$ cat config.mk
export PLATFORM = sky130hd
export DESIGN_NAME = streamed_audio_data_coproc_regs_top
export DESIGN_NICKNAME = d
export VERILOG_FILES = /design/src/hw/rtl/sadc_pkg.sv /design/src/hw/rtl/sadc_scale.sv /design/src/hw/rtl/streamed_audio_data_coproc_regs_top.sv
export SDC_FILE = /design/constraint.sdc
export NUM_CORES = 2
export LEC_CHECK = 0
export ABC_AREA = 1
export BUFFER_PORTS_ARGS = -buffer_cell sky130_fd_sc_hd__buf_2
export CORE_UTILIZATION = 47
export CTS_CLUSTER_SIZE = 12
export DETAILED_ROUTE_END_ITERATION = 12
export PLACE_DENSITY = 0.7
export SLEW_MARGIN = 10
export SYNTH_ARGS = -nofsm -noshare
export SYNTH_HDL_FRONTEND = slang
export SYNTH_HIERARCHICAL = 1
export SYNTH_SLANG_ARGS = --single-unit
$ cat constraint.sdc
create_clock -name clk_i -period 9.4 [get_ports clk_i]
set_input_delay 0.94 -clock clk_i [delete_from_list [all_inputs] [get_ports clk_i]]
set_output_delay 0.94 -clock clk_i [all_outputs]
set_load 0.005 [all_outputs]
$ cat src/hw/rtl/sadc_pkg.sv
// Shared types, register codes and identity bytes for the audio/data coprocessor register block.
package sadc_pkg;

  localparam logic [2:0] REVISION = 3'd2;

  // Function codes of an input beat
  localparam logic [1:0] FUNC_READ  = 2'd0;
  localparam logic [1:0] FUNC_WRITE = 2'd1;
  localparam logic [1:0] FUNC_TICK  = 2'd2;

  // Read map
  localparam logic [2:0] RD_STATUS = 3'd0;
  localparam logic [2:0] RD_DATA   = 3'd1;

  // Write map
  localparam logic [2:0] WR_SEEK0    = 3'd0;
  localparam logic [2:0] WR_SEEK1    = 3'd1;
  localparam logic [2:0] WR_SEEK2    = 3'd2;
  localparam logic [2:0] WR_SEEK3    = 3'd3;
  localparam logic [2:0] WR_TRACK_LO = 3'd4;
  localparam logic [2:0] WR_TRACK_HI = 3'd5;
  localparam logic [2:0] WR_VOLUME   = 3'd6;
  localparam logic [2:0] WR_CONTROL  = 3'd7;

  localparam logic [31:0] TRACK_HDR_BYTES = 32'd8;
  localparam logic [31:0] FRAME_BYTES     = 32'd4;
  localparam logic [15:0] NO_RESUME       = 16'hFFFF;

  typedef struct packed {
    logic [1:0]         func;
    logic [2:0]         addr;
    logic [7:0]         wdata;
    logic               data_ready;
    logic [7:0]         data_byte;
    logic               track_ok;
    logic [31:0]        track_loop_count;
    logic [31:0]        track_size;
    logic signed [15:0] sample_left;
    logic signed [15:0] sample_right;
    logic               mute;
  } sadc_in_t;

  typedef struct packed {
    logic [7:0]         read_data;
    logic signed [15:0] left_out;
    logic signed [15:0] right_out;
    logic [31:0]        data_offset;
    logic [31:0]        play_offset;
    logic [15:0]        track_number;
    logic               playing;
  } sadc_out_t;

  // Identity string at read offsets 2..7
  function automatic logic [7:0] id_byte(input logic [2:0] addr);
    logic [7:0] b;
    case (addr)
      3'd2:    b = 8'h53;
      3'd3:    b = 8'h2D;
      3'd4:    b = 8'h4D;
      3'd5:    b = 8'h53;
      3'd6:    b = 8'h55;
      default: b = 8'h31;
    endcase
    return b;
  endfunction

endpackage

$ cat src/hw/rtl/sadc_scale.sv
// Volume scaler: (sample * volume) / 255, truncated toward zero.
module sadc_scale (
  input  logic signed [15:0] sample_i,
  input  logic [7:0]         volume_i,
  output logic signed [15:0] scaled_o
);

  logic signed [24:0] prod;
  logic               neg;
  logic [23:0]        mag;
  logic [47:0]        acc;
  logic [15:0]        quo;

  // 1/255 ~ 0x808081 / 2^31; exact for magnitudes below 2^23
  always_comb begin
    prod = sample_i * $signed({1'b0, volume_i});
    neg  = prod[24];
    mag  = neg ? 24'(-prod) : 24'(prod);
    acc  = {24'd0, mag} + ({24'd0, mag} << 7) + ({24'd0, mag} << 15)
         + ({24'd0, mag} << 23);
    quo  = acc[46:31];
    scaled_o = neg ? $signed(16'(-quo)) : $signed(quo);
  end

endmodule

$ cat src/hw/rtl/streamed_audio_data_coproc_regs_top.sv
// Top level of the streamed audio/data coprocessor register block.
//
//  channel | signals                          | payload
//  --------+----------------------------------+--------------------------
//  in      | in_valid_i / in_ready_o          | in_data_i  (sadc_in_t)
//  out     | out_valid_o / out_ready_i        | out_data_o (sadc_out_t)
//
// One beat per cycle sustained while the output is not stalled. A beat is held in the
// input register, is decoded and updates all state in a single pass, and lands in the
// result register, which drives out_valid_o and out_data_o. Reset clears all control
// state and state registers; resume track resets to "none", error to set.
// A stall on the output holds the result register and then the input
// register; input ready drops only when both are full and out is stalled.
module streamed_audio_data_coproc_regs_top (
  input  logic                clk_i,
  input  logic                rst_ni,
  input  logic                in_valid_i,
  output logic                in_ready_o,
  input  sadc_pkg::sadc_in_t  in_data_i,
  output logic                out_valid_o,
  input  logic                out_ready_i,
  output sadc_pkg::sadc_out_t out_data_o
);

  // Pipeline control
  logic               s1_valid_q, s1_valid_d;
  sadc_pkg::sadc_in_t s1_data_q;
  logic               out_valid_q, out_valid_d;
  sadc_pkg::sadc_out_t out_data_q, out_data_d;
  logic               out_free, s1_adv, in_fire;

  // Architectural state
  logic [31:0] seek_q, seek_d;
  logic [31:0] rd_pos_q, rd_pos_d;
  logic [31:0] audio_pos_q, audio_pos_d;
  logic [31:0] loop_pos_q, loop_pos_d;
  logic [31:0] audio_size_q, audio_size_d;
  logic [15:0] track_q, track_d;
  logic [7:0]  volume_q, volume_d;
  logic [15:0] res_track_q, res_track_d;
  logic [31:0] res_pos_q, res_pos_d;
  logic        error_q, error_d;
  logic        play_q, play_d;
  logic        repeat_q, repeat_d;

  logic signed [15:0] left_scaled, right_scaled;
  logic [31:0]        loop_calc;
  logic               frame_play;
  logic [7:0]         rdata;

  assign out_free   = !out_valid_q || out_ready_i;
  assign s1_adv     = s1_valid_q && out_free;
  assign in_ready_o = !s1_valid_q || out_free;
  assign in_fire    = in_valid_i && in_ready_o;

  assign out_valid_o = out_valid_q;
  assign out_data_o  = out_data_q;

  sadc_scale u_scale_l (
    .sample_i (s1_data_q.sample_left),
    .volume_i (volume_q),
    .scaled_o (left_scaled)
  );

  sadc_scale u_scale_r (
    .sample_i (s1_data_q.sample_right),
    .volume_i (volume_q),
    .scaled_o (right_scaled)
  );

  // Next state of the register file for the beat in the input register
  always_comb begin
    seek_d       = seek_q;
    rd_pos_d     = rd_pos_q;
    audio_pos_d  = audio_pos_q;
    loop_pos_d   = loop_pos_q;
    audio_size_d = audio_size_q;
    track_d      = track_q;
    volume_d     = volume_q;
    res_track_d  = res_track_q;
    res_pos_d    = res_pos_q;
    error_d      = error_q;
    play_d       = play_q;
    repeat_d     = repeat_q;
    rdata        = 8'd0;
    frame_play   = 1'b0;
    loop_calc    = sadc_pkg::TRACK_HDR_BYTES + {s1_data_q.track_loop_count[29:0], 2'b00};

    if (s1_adv) begin
      unique case (s1_data_q.func)
        sadc_pkg::FUNC_READ: begin
          unique case (s1_data_q.addr)
            sadc_pkg::RD_STATUS:
              rdata = {2'b00, repeat_q, play_q, error_q, sadc_pkg::REVISION};
            sadc_pkg::RD_DATA: begin
              if (s1_data_q.data_ready) begin
                rdata    = s1_data_q.data_byte;
                rd_pos_d = rd_pos_q + 32'd1;
              end
            end
            default: rdata = sadc_pkg::id_byte(s1_data_q.addr);
          endcase
        end
        sadc_pkg::FUNC_WRITE: begin
          unique case (s1_data_q.addr)
            sadc_pkg::WR_SEEK0: seek_d[7:0]   = s1_data_q.wdata;
            sadc_pkg::WR_SEEK1: seek_d[15:8]  = s1_data_q.wdata;
            sadc_pkg::WR_SEEK2: seek_d[23:16] = s1_data_q.wdata;
            sadc_pkg::WR_SEEK3: begin
              seek_d[31:24] = s1_data_q.wdata;
              rd_pos_d      = {s1_data_q.wdata, seek_q[23:0]};
            end
            sadc_pkg::WR_TRACK_LO: track_d[7:0] = s1_data_q.wdata;
            sadc_pkg::WR_TRACK_HI: begin
              // Track open
              track_d     = {s1_data_q.wdata, track_q[7:0]};
              play_d      = 1'b0;
              repeat_d    = 1'b0;
              audio_pos_d = sadc_pkg::TRACK_HDR_BYTES;
              if (track_d == res_track_q) begin
                audio_pos_d = res_pos_q;
                res_track_d = sadc_pkg::NO_RESUME;
                res_pos_d   = 32'd0;
              end
              if (s1_data_q.track_ok) begin
                loop_pos_d   = (loop_calc > s1_data_q.track_size) ?
                               sadc_pkg::TRACK_HDR_BYTES : loop_calc;
                audio_size_d = s1_data_q.track_size;
                error_d      = 1'b0;
              end else begin
                error_d = 1'b1;
              end
            end
            sadc_pkg::WR_VOLUME: volume_d = s1_data_q.wdata;
            sadc_pkg::WR_CONTROL: begin
              if (!error_q) begin
                play_d   = s1_data_q.wdata[0];
                repeat_d = s1_data_q.wdata[1];
                if (!s1_data_q.wdata[0] && s1_data_q.wdata[2]) begin
                  res_track_d = track_q;
                  res_pos_d   = audio_pos_q;
                end
              end
            end
            default: ;
          endcase
        end
        sadc_pkg::FUNC_TICK: begin
          if (play_q) begin
            if (error_q) begin
              play_d = 1'b0;
            end else if (audio_pos_q >= audio_size_q) begin
              // End of track: loop or stop
              if (!repeat_q) begin
                play_d      = 1'b0;
                audio_pos_d = sadc_pkg::TRACK_HDR_BYTES;
              end else begin
                audio_pos_d = loop_pos_q;
              end
            end else begin
              audio_pos_d = audio_pos_q + sadc_pkg::FRAME_BYTES;
              frame_play  = 1'b1;
            end
          end
        end
        default: ;
      endcase
    end
  end

  // Result beat and pipeline occupancy
  always_comb begin
    s1_valid_d  = in_fire ? 1'b1 : (s1_adv ? 1'b0 : s1_valid_q);
    out_valid_d = s1_adv ? 1'b1 : (out_ready_i ? 1'b0 : out_valid_q);
    out_data_d  = out_data_q;
    if (s1_adv) begin
      out_data_d.read_data    = rdata;
      out_data_d.left_out     = (frame_play && !s1_data_q.mute) ? left_scaled : 16'sd0;
      out_data_d.right_out    = (frame_play && !s1_data_q.mute) ? right_scaled : 16'sd0;
      out_data_d.data_offset  = rd_pos_d;
      out_data_d.play_offset  = audio_pos_d;
      out_data_d.track_number = track_d;
      out_data_d.playing      = play_d;
    end
  end

  always_ff @(posedge clk_i or negedge rst_ni) begin
    if (!rst_ni) begin
      s1_valid_q   <= 1'b0;
      out_valid_q  <= 1'b0;
      seek_q       <= 32'd0;
      rd_pos_q     <= 32'd0;
      audio_pos_q  <= 32'd0;
      loop_pos_q   <= 32'd0;
      audio_size_q <= 32'd0;
      track_q      <= 16'd0;
      volume_q     <= 8'd0;
      res_track_q  <= sadc_pkg::NO_RESUME;
      res_pos_q    <= 32'd0;
      error_q      <= 1'b1;
      play_q       <= 1'b0;
      repeat_q     <= 1'b0;
    end else begin
      s1_valid_q   <= s1_valid_d;
      out_valid_q  <= out_valid_d;
      seek_q       <= seek_d;
      rd_pos_q     <= rd_pos_d;
      audio_pos_q  <= audio_pos_d;
      loop_pos_q   <= loop_pos_d;
      audio_size_q <= audio_size_d;
      track_q      <= track_d;
      volume_q     <= volume_d;
      res_track_q  <= res_track_d;
      res_pos_q    <= res_pos_d;
      error_q      <= error_d;
      play_q       <= play_d;
      repeat_q     <= repeat_d;
    end
  end

  // Payload registers, no reset
  always_ff @(posedge clk_i) begin
    if (in_fire) begin
      s1_data_q <= in_data_i;
    end
    out_data_q <= out_data_d;
  end

  // Error state never coexists with play
  assert property (@(posedge clk_i) disable iff (!rst_ni) error_q |-> !play_q)
    else $error("play set while in error");

  // A held beat in the input register is never dropped
  assert property (@(posedge clk_i) disable iff (!rst_ni)
    (s1_valid_q && !s1_adv) |=> s1_valid_q)
    else $error("input beat lost");

  // Nonzero samples only leave with play still set
  assert property (@(posedge clk_i) disable iff (!rst_ni)
    (out_valid_o && (out_data_o.left_out != 16'sd0 || out_data_o.right_out != 16'sd0))
    |-> out_data_o.playing)
    else $error("sample output while stopped");

  // Result register only loads from a live input beat
  assert property (@(posedge clk_i) disable iff (!rst_ni)
    (!s1_valid_q && !out_valid_q) |=> !out_valid_q)
    else $error("result without beat");

endmodule

After elaboration in Yosys (flattened, before gate mapping)
Index checks and enable logic that the tools add are counted. Widths: inputs -> output; s select.

Equal/unequal tests: 13. Add/subtract/negate cells: 13. $lt $le $gt $ge: 2. Reductions and logical operators: 24. $mul: 2. Multiplexer cells: 53.

Operator list (count): $mux 32 (15); $pmux 32 s2 (3); $mux 16 (7); $add 47x39->47 (2); $add 47x47->47 (2); $add 24x31->32 (2); $mul 16x9->25 (2); $mux 24 (2); $neg 24->24 (2); $add 32x1->32 const B (1); $add 32x3->32 const B (1); $add 4x32->32 const A (1); $ge 32x32->1 (1); $gt 32x32->1 (1); $neg 16->16 (2); $pmux 16 s2 (1); $pmux 7 s4 (1); $mux 8 (3); $mux 1 (17); $eq 16x16->1 (1); $pmux 8 s2 (1); $reduce_and 3->1 (5); $eq 3x3->1 const B (4); $reduce_and 4->1 (2); 14 further kinds (28).

Word-level logic and storage cells: 141. Flip-flop bits (word level): 468. Bits of input ports: 124.

Depth between registers and ports, before layout
Word-level depth: 8. Depth in mapped cells: 57. Depth with buffers taken out: 55.

Hierarchy
The synthesis kept the hierarchy.

By module, submodules not included: streamed_audio_data_coproc_regs_top (cells an instance 2384, times used 1, area an instance 22454.0 um^2); sadc_scale (u_scale_r) (cells an instance 1456, times used 1, area an instance 9449.1 um^2); sadc_scale (u_scale_l) (cells an instance 1407, times used 1, area an instance 9192.6 um^2).

Worst setup path before layout
Ideal clock, no wire load.

Path kind: reg2reg. From: reg volume_q[5]. To: reg out_data_q, in the netlist out_data_o[93] (data pin). Arrival time: 8.217 ns. Stages on the path, launching flop included: 50. Required time: 9.144 ns. Setup slack: 0.928 ns. Path through: dfrtp_1 -> clkbuf_1 -> clkbuf_1 -> nand2_1 -> fa_1 -> inv_1 -> fa_1 -> fa_1 -> inv_1 -> fa_1 -> inv_1 -> ha_1 -> nand2_1 -> inv_1 -> nand3_2 -> a21oi_1 -> nor2_1 -> nand3_2 -> [14 not listed] -> o21ai_0 -> a21oi_1 -> nand2_1 -> nand2_1 -> nand2_1 -> inv_1 -> ha_1 -> inv_1 -> nor2_2 -> nand3_1 -> nand2_2 -> nand2_2 -> a21oi_4 -> nand3_1 -> nand2_1 -> inv_1 -> inv_1 -> nor2_1.

Word-level cells in the longest chain between the ends: 8.

Ends and longest elaborated chain: start, declared (RTL line streamed_audio_data_coproc_regs_top.sv:39) `logic [7:0] volume_q, volume_d;`; start signal, assigned (RTL line streamed_audio_data_coproc_regs_top.sv:212) `volume_q <= volume_d;`; $mul 16x9->25 * (RTL line sadc_scale.sv:16) `prod = sample_i * $signed({1'b0, volume_i});`; $neg 24->24 (RTL line sadc_scale.sv:18) `mag = neg ? 24'(-prod) : 24'(prod);`; $mux 24 (RTL line sadc_scale.sv:18); $add 24x31->32 (RTL line sadc_scale.sv:19) `acc = {24'd0, mag} + ({24'd0, mag} << 7) + ({24'd0, mag} << 15)`; $add 47x39->47 (RTL line sadc_scale.sv:19); $add 47x47->47 (RTL line sadc_scale.sv:20) `+ ({24'd0, mag} << 23);`; $neg 16->16 (RTL line sadc_scale.sv:22) `scaled_o = neg ? $signed(16'(-quo)) : $signed(quo);`; $mux 16 * (RTL line sadc_scale.sv:22); net right_scaled[12] (RTL line streamed_audio_data_coproc_regs_top.sv:46) `logic signed [15:0] left_scaled, right_scaled;`; end signal, assigned (RTL line streamed_audio_data_coproc_regs_top.sv:226) `out_data_q <= out_data_d;`; end, declared (RTL line streamed_audio_data_coproc_regs_top.sv:29) `sadc_pkg::sadc_out_t out_data_q, out_data_d;`.

The timed path passes the listed nets; every way through them passes the cells marked *. A chain may end at the register's enable or synchronous reset.

Final worst setup path
From: reg volume_q[2]. To: reg out_data_q, in the netlist out_data_o[91] (data pin).

Same word-level chain as after synthesis.

==> summary.md <==
| Metric | Value |
|---|---|
| Area leader, netlist | edfxtp_1 |
| Synth Area in Compound Gates | 0.0839 |
| Measured slew at the worst slew-check pin | 1.00 ns |
| Commonest non-fill, non-tap cell in the layout | nand2_1 |
| Area share of the largest cell type after synthesis | 0.175 |
| Post-synthesis adder-cell area fraction | 0.215 |
| Nets | 6186 |
| Top area cells in the synthesized netlist | edfxtp_1 (17%), nand2_1 (13%), dfrtp_1 (13%) |
| CTS tree | done |
| Most frequent cells in the layout | nand2_1 (1411), inv_1 (974), ha_1 (322) |
| Clk slew on worst S/H paths | 0.06 ns |
| Synth cell types | 73 |
| Critical Path Fanout Max | 5 |
| # fillers | 8194 |
| Sequential share of the synthesized area | 0.313 |
| Grt total ovfl | 0 |
| Xor/xnor share of the synthesized area | 0.0323 |
| Final core utilization | 0.531 |
| Share of synthesized registers carrying an async set or reset | 0.487 |
| Routed vias/inst | 5.18 |
| Die width | 298 µm |
| Mapped Cells | 5247 |
| Hold slack | 0.304 ns |
| F_max | 114 MHz |
| CP endpoint kind | flip-flop |
| Remaining DRCs | 0 |
| P&R area growth vs syn | 12.0% |
| Crit Path Class | flip-flop to flip-flop |
| CTS Hold Bufs | 0 |
| Largest family of logic cells by synthesized area | simple AND/OR/NAND/NOR gates |
| Max-cap violation count | 0 |
| Setup Skew | 0.0314 ns |
| Fin. max-slew vios | 0 |
| CP max stage delay | 0.60 ns |
| Clk Tree Root Cell | clkbuf_16 |
| Share of layout cells above drive strength 1 | 0.129 |
| Drt first-iter violations | 2605 |
| FF+latch area | 0.0129 mm² |
| Synth Flop Type | edfxtp_1 |
| CTS buffer count | 56 |
| Post-synth EDFFs | 239 |
| Routed len/inst | 17.2 µm |
| Die Y | 298 µm |
| Rows | 108 |
| Die Area | 0.0886 mm² |
| Total track usage | 0.263 |
| Multi-input gate area | 0.0238 mm² |
| Crit path arrival time | 9.26 ns |
| # placed instances | 6578 |
| Mux share of post-synthesis cell area | 0.00219 |
| Synthesized net count | 5933 |
| Synthesized flop and latch total | 466 |
| Highest-delay cell along the critical path | fa_2 |
| Initial antenna violation count | 8 |
| Detailed Routing Iterations Pass 1 | 6 |
| # H-tree levels | 2 |
| Syn. warnings | 6 |
| Worst path most repeated cell | inv_1 |
| Worst hold path class | primary input to async pin |
| Clock sinks | 466 |
| Final wirelength | 116000 µm |
| GP Congestion | 0.987 |
| Final worst-path cycle share | 0.936 |
| Ports | 247 |
| Vias | 34800 |
| Final non-filler cell total | 6705 |
| Bufs on Longest Clock Path | 3 |
| Final ANT Viol Nets | 0 |
| Rel. slew slack | 0.328 |
| Number of port buffers | 244 |
| Worst skew pair latency | 0.65 ns |
| Status | completed |
| Endpoints failing hold | 0 |
| Type of origin of the critical path | flip-flop |
| Core region area | 0.0868 mm² |
| Detailed placement HPWL | 89200 µm |
| Global-route wire length before repair | 185000 µm |
| Worst path required time | 9.86 ns |
| Starting Density | 0.474 |
| Area share of and/or/nand/nor cells after synthesis | 0.243 |
| Largest net degree at the start of global routing | 100 |
| Post-Syn Area | 0.0411 mm² |
| Syn avg cell area | 7.83 µm² |
| Final setup fails | 0 |
| Final min period | 8.80 ns |
| RSZ-0062 raised after global routing | true |
| Vias in the first global route | 34600 |
-- worst max-delay path: cells and delay by family (launching register included) --
| kind | cells | cell delay, ns |
|---|---|---|
| fa+ha+maj | 9 | 3.70 |
| buf+inv | 16 | 1.34 |
| xor+xnor | 2 | 0.41 |
| flops | 1 | 0.45 |
| simple gates | 21 | 1.90 |
| compound gates | 5 | 0.82 |
-- registers in the layout, summed over array words and instances (netlist names) --
register      cells
out_data_o      121
s1_data_q       118
audio_pos_q      32
audio_size_q     32
rd_pos_q         32
res_pos_q        32
loop_pos_q       30
seek_q           24
res_track_q      16
track_q          16
volume_q          8
error_q           1
out_valid_o       1
play_q            1
repeat_q          1
s1_valid_q        1
-- stage by stage --
step | setup WS [ns] | setup TNS, ns | cell area (µm²)
after floorplan | 0.928 | 0 | 41100
after global placement | 0.170 | 0 | 43800
after detailed placement | 0.0907 | 0 | 43800
after CTS | 0.0691 | 0 | 45700
after global routing | -0.0456 | -0.131 | 46000
final | 0.599 | 0 | 46000
-- path summary, 6_finish.rpt --
kind | startpoint | to | cells past startpoint | slack (ns)
worst max-delay path | volume_q[2] | out_data_o[91] | 53 | 0.60
worst min-delay path | rst_ni | out_valid_o | 1 | 0.30
worst max register to register | volume_q[2] | out_data_o[91] | 53 | 0.60
worst min register to register | loop_pos_q[2] | loop_pos_q[2] | 2 | 0.48
max in group asynchronous | rst_ni | volume_q[6] | 2 | 7.59
min in group clk_i | in_data_i[114] | s1_data_q[114] | 1 | 0.47
-- layer usage --
| layer | part of all wire | track usage |
|---|---|---|
| met1 | 0.41 | 0.329 |
| met2 | 0.49 | 0.462 |
| met3 | 0.060 | 0.0315 |
| met4 | 0.040 | 0.101 |
| met5 | 0.000061 | 0 |
-- timing repair --
action,CTS,global route
buffers inserted,0,19
setup endpoints to repair,0,27
resized for setup,0,58
-- cell type report --
class	instances	share of cell area
Clock inverter	21	0.00454
Antenna cell	3	0.000163
Tap cell	1155	0.0314
Inverter	1009	0.0826
Sequential cell	466	0.280
Clock buffer	84	0.0359
Multi-Input combinational cell	3603	0.518
Timing Repair Buffer	364	0.0480
-- synth_stat cells, types with 10 or more instances --
library cell and number:
nand2_1 1415, inv_1 981, nor2_1 326, ha_1 324, nand3_1 268, edfxtp_1 239
fa_1 238, dfrtp_1 210, a21oi_1 200, o21ai_0 173, clkbuf_1 113, xor2_1 108
nand2_2 66, o31ai_1 54, nor3_1 49, nand4_1 48, a31oi_1 41, buf_2 38
xnor2_1 31, nor2_2 26, inv_2 24, nand3_2 21, dfstp_2 17, a21boi_0 14
nor4_1 14, o21ai_1 14, o221ai_1 14, nand2_4 13, a21boi_1 12, o21a_1 12
nor2_4 10
-- kinds of logic (layout without fill, tap and decap cells) --
family,after synthesis,in the layout
compound gates,588,588
simple gates,2300,2300
mux,8,8
fa+ha+maj,562,562
other cells,0,3
buf+inv,1178,1478
xor+xnor,145,145
flops,466,466
Power is not shown: default switching activity piles up to over one toggle a cycle in this logic, so the estimate is an artifact.
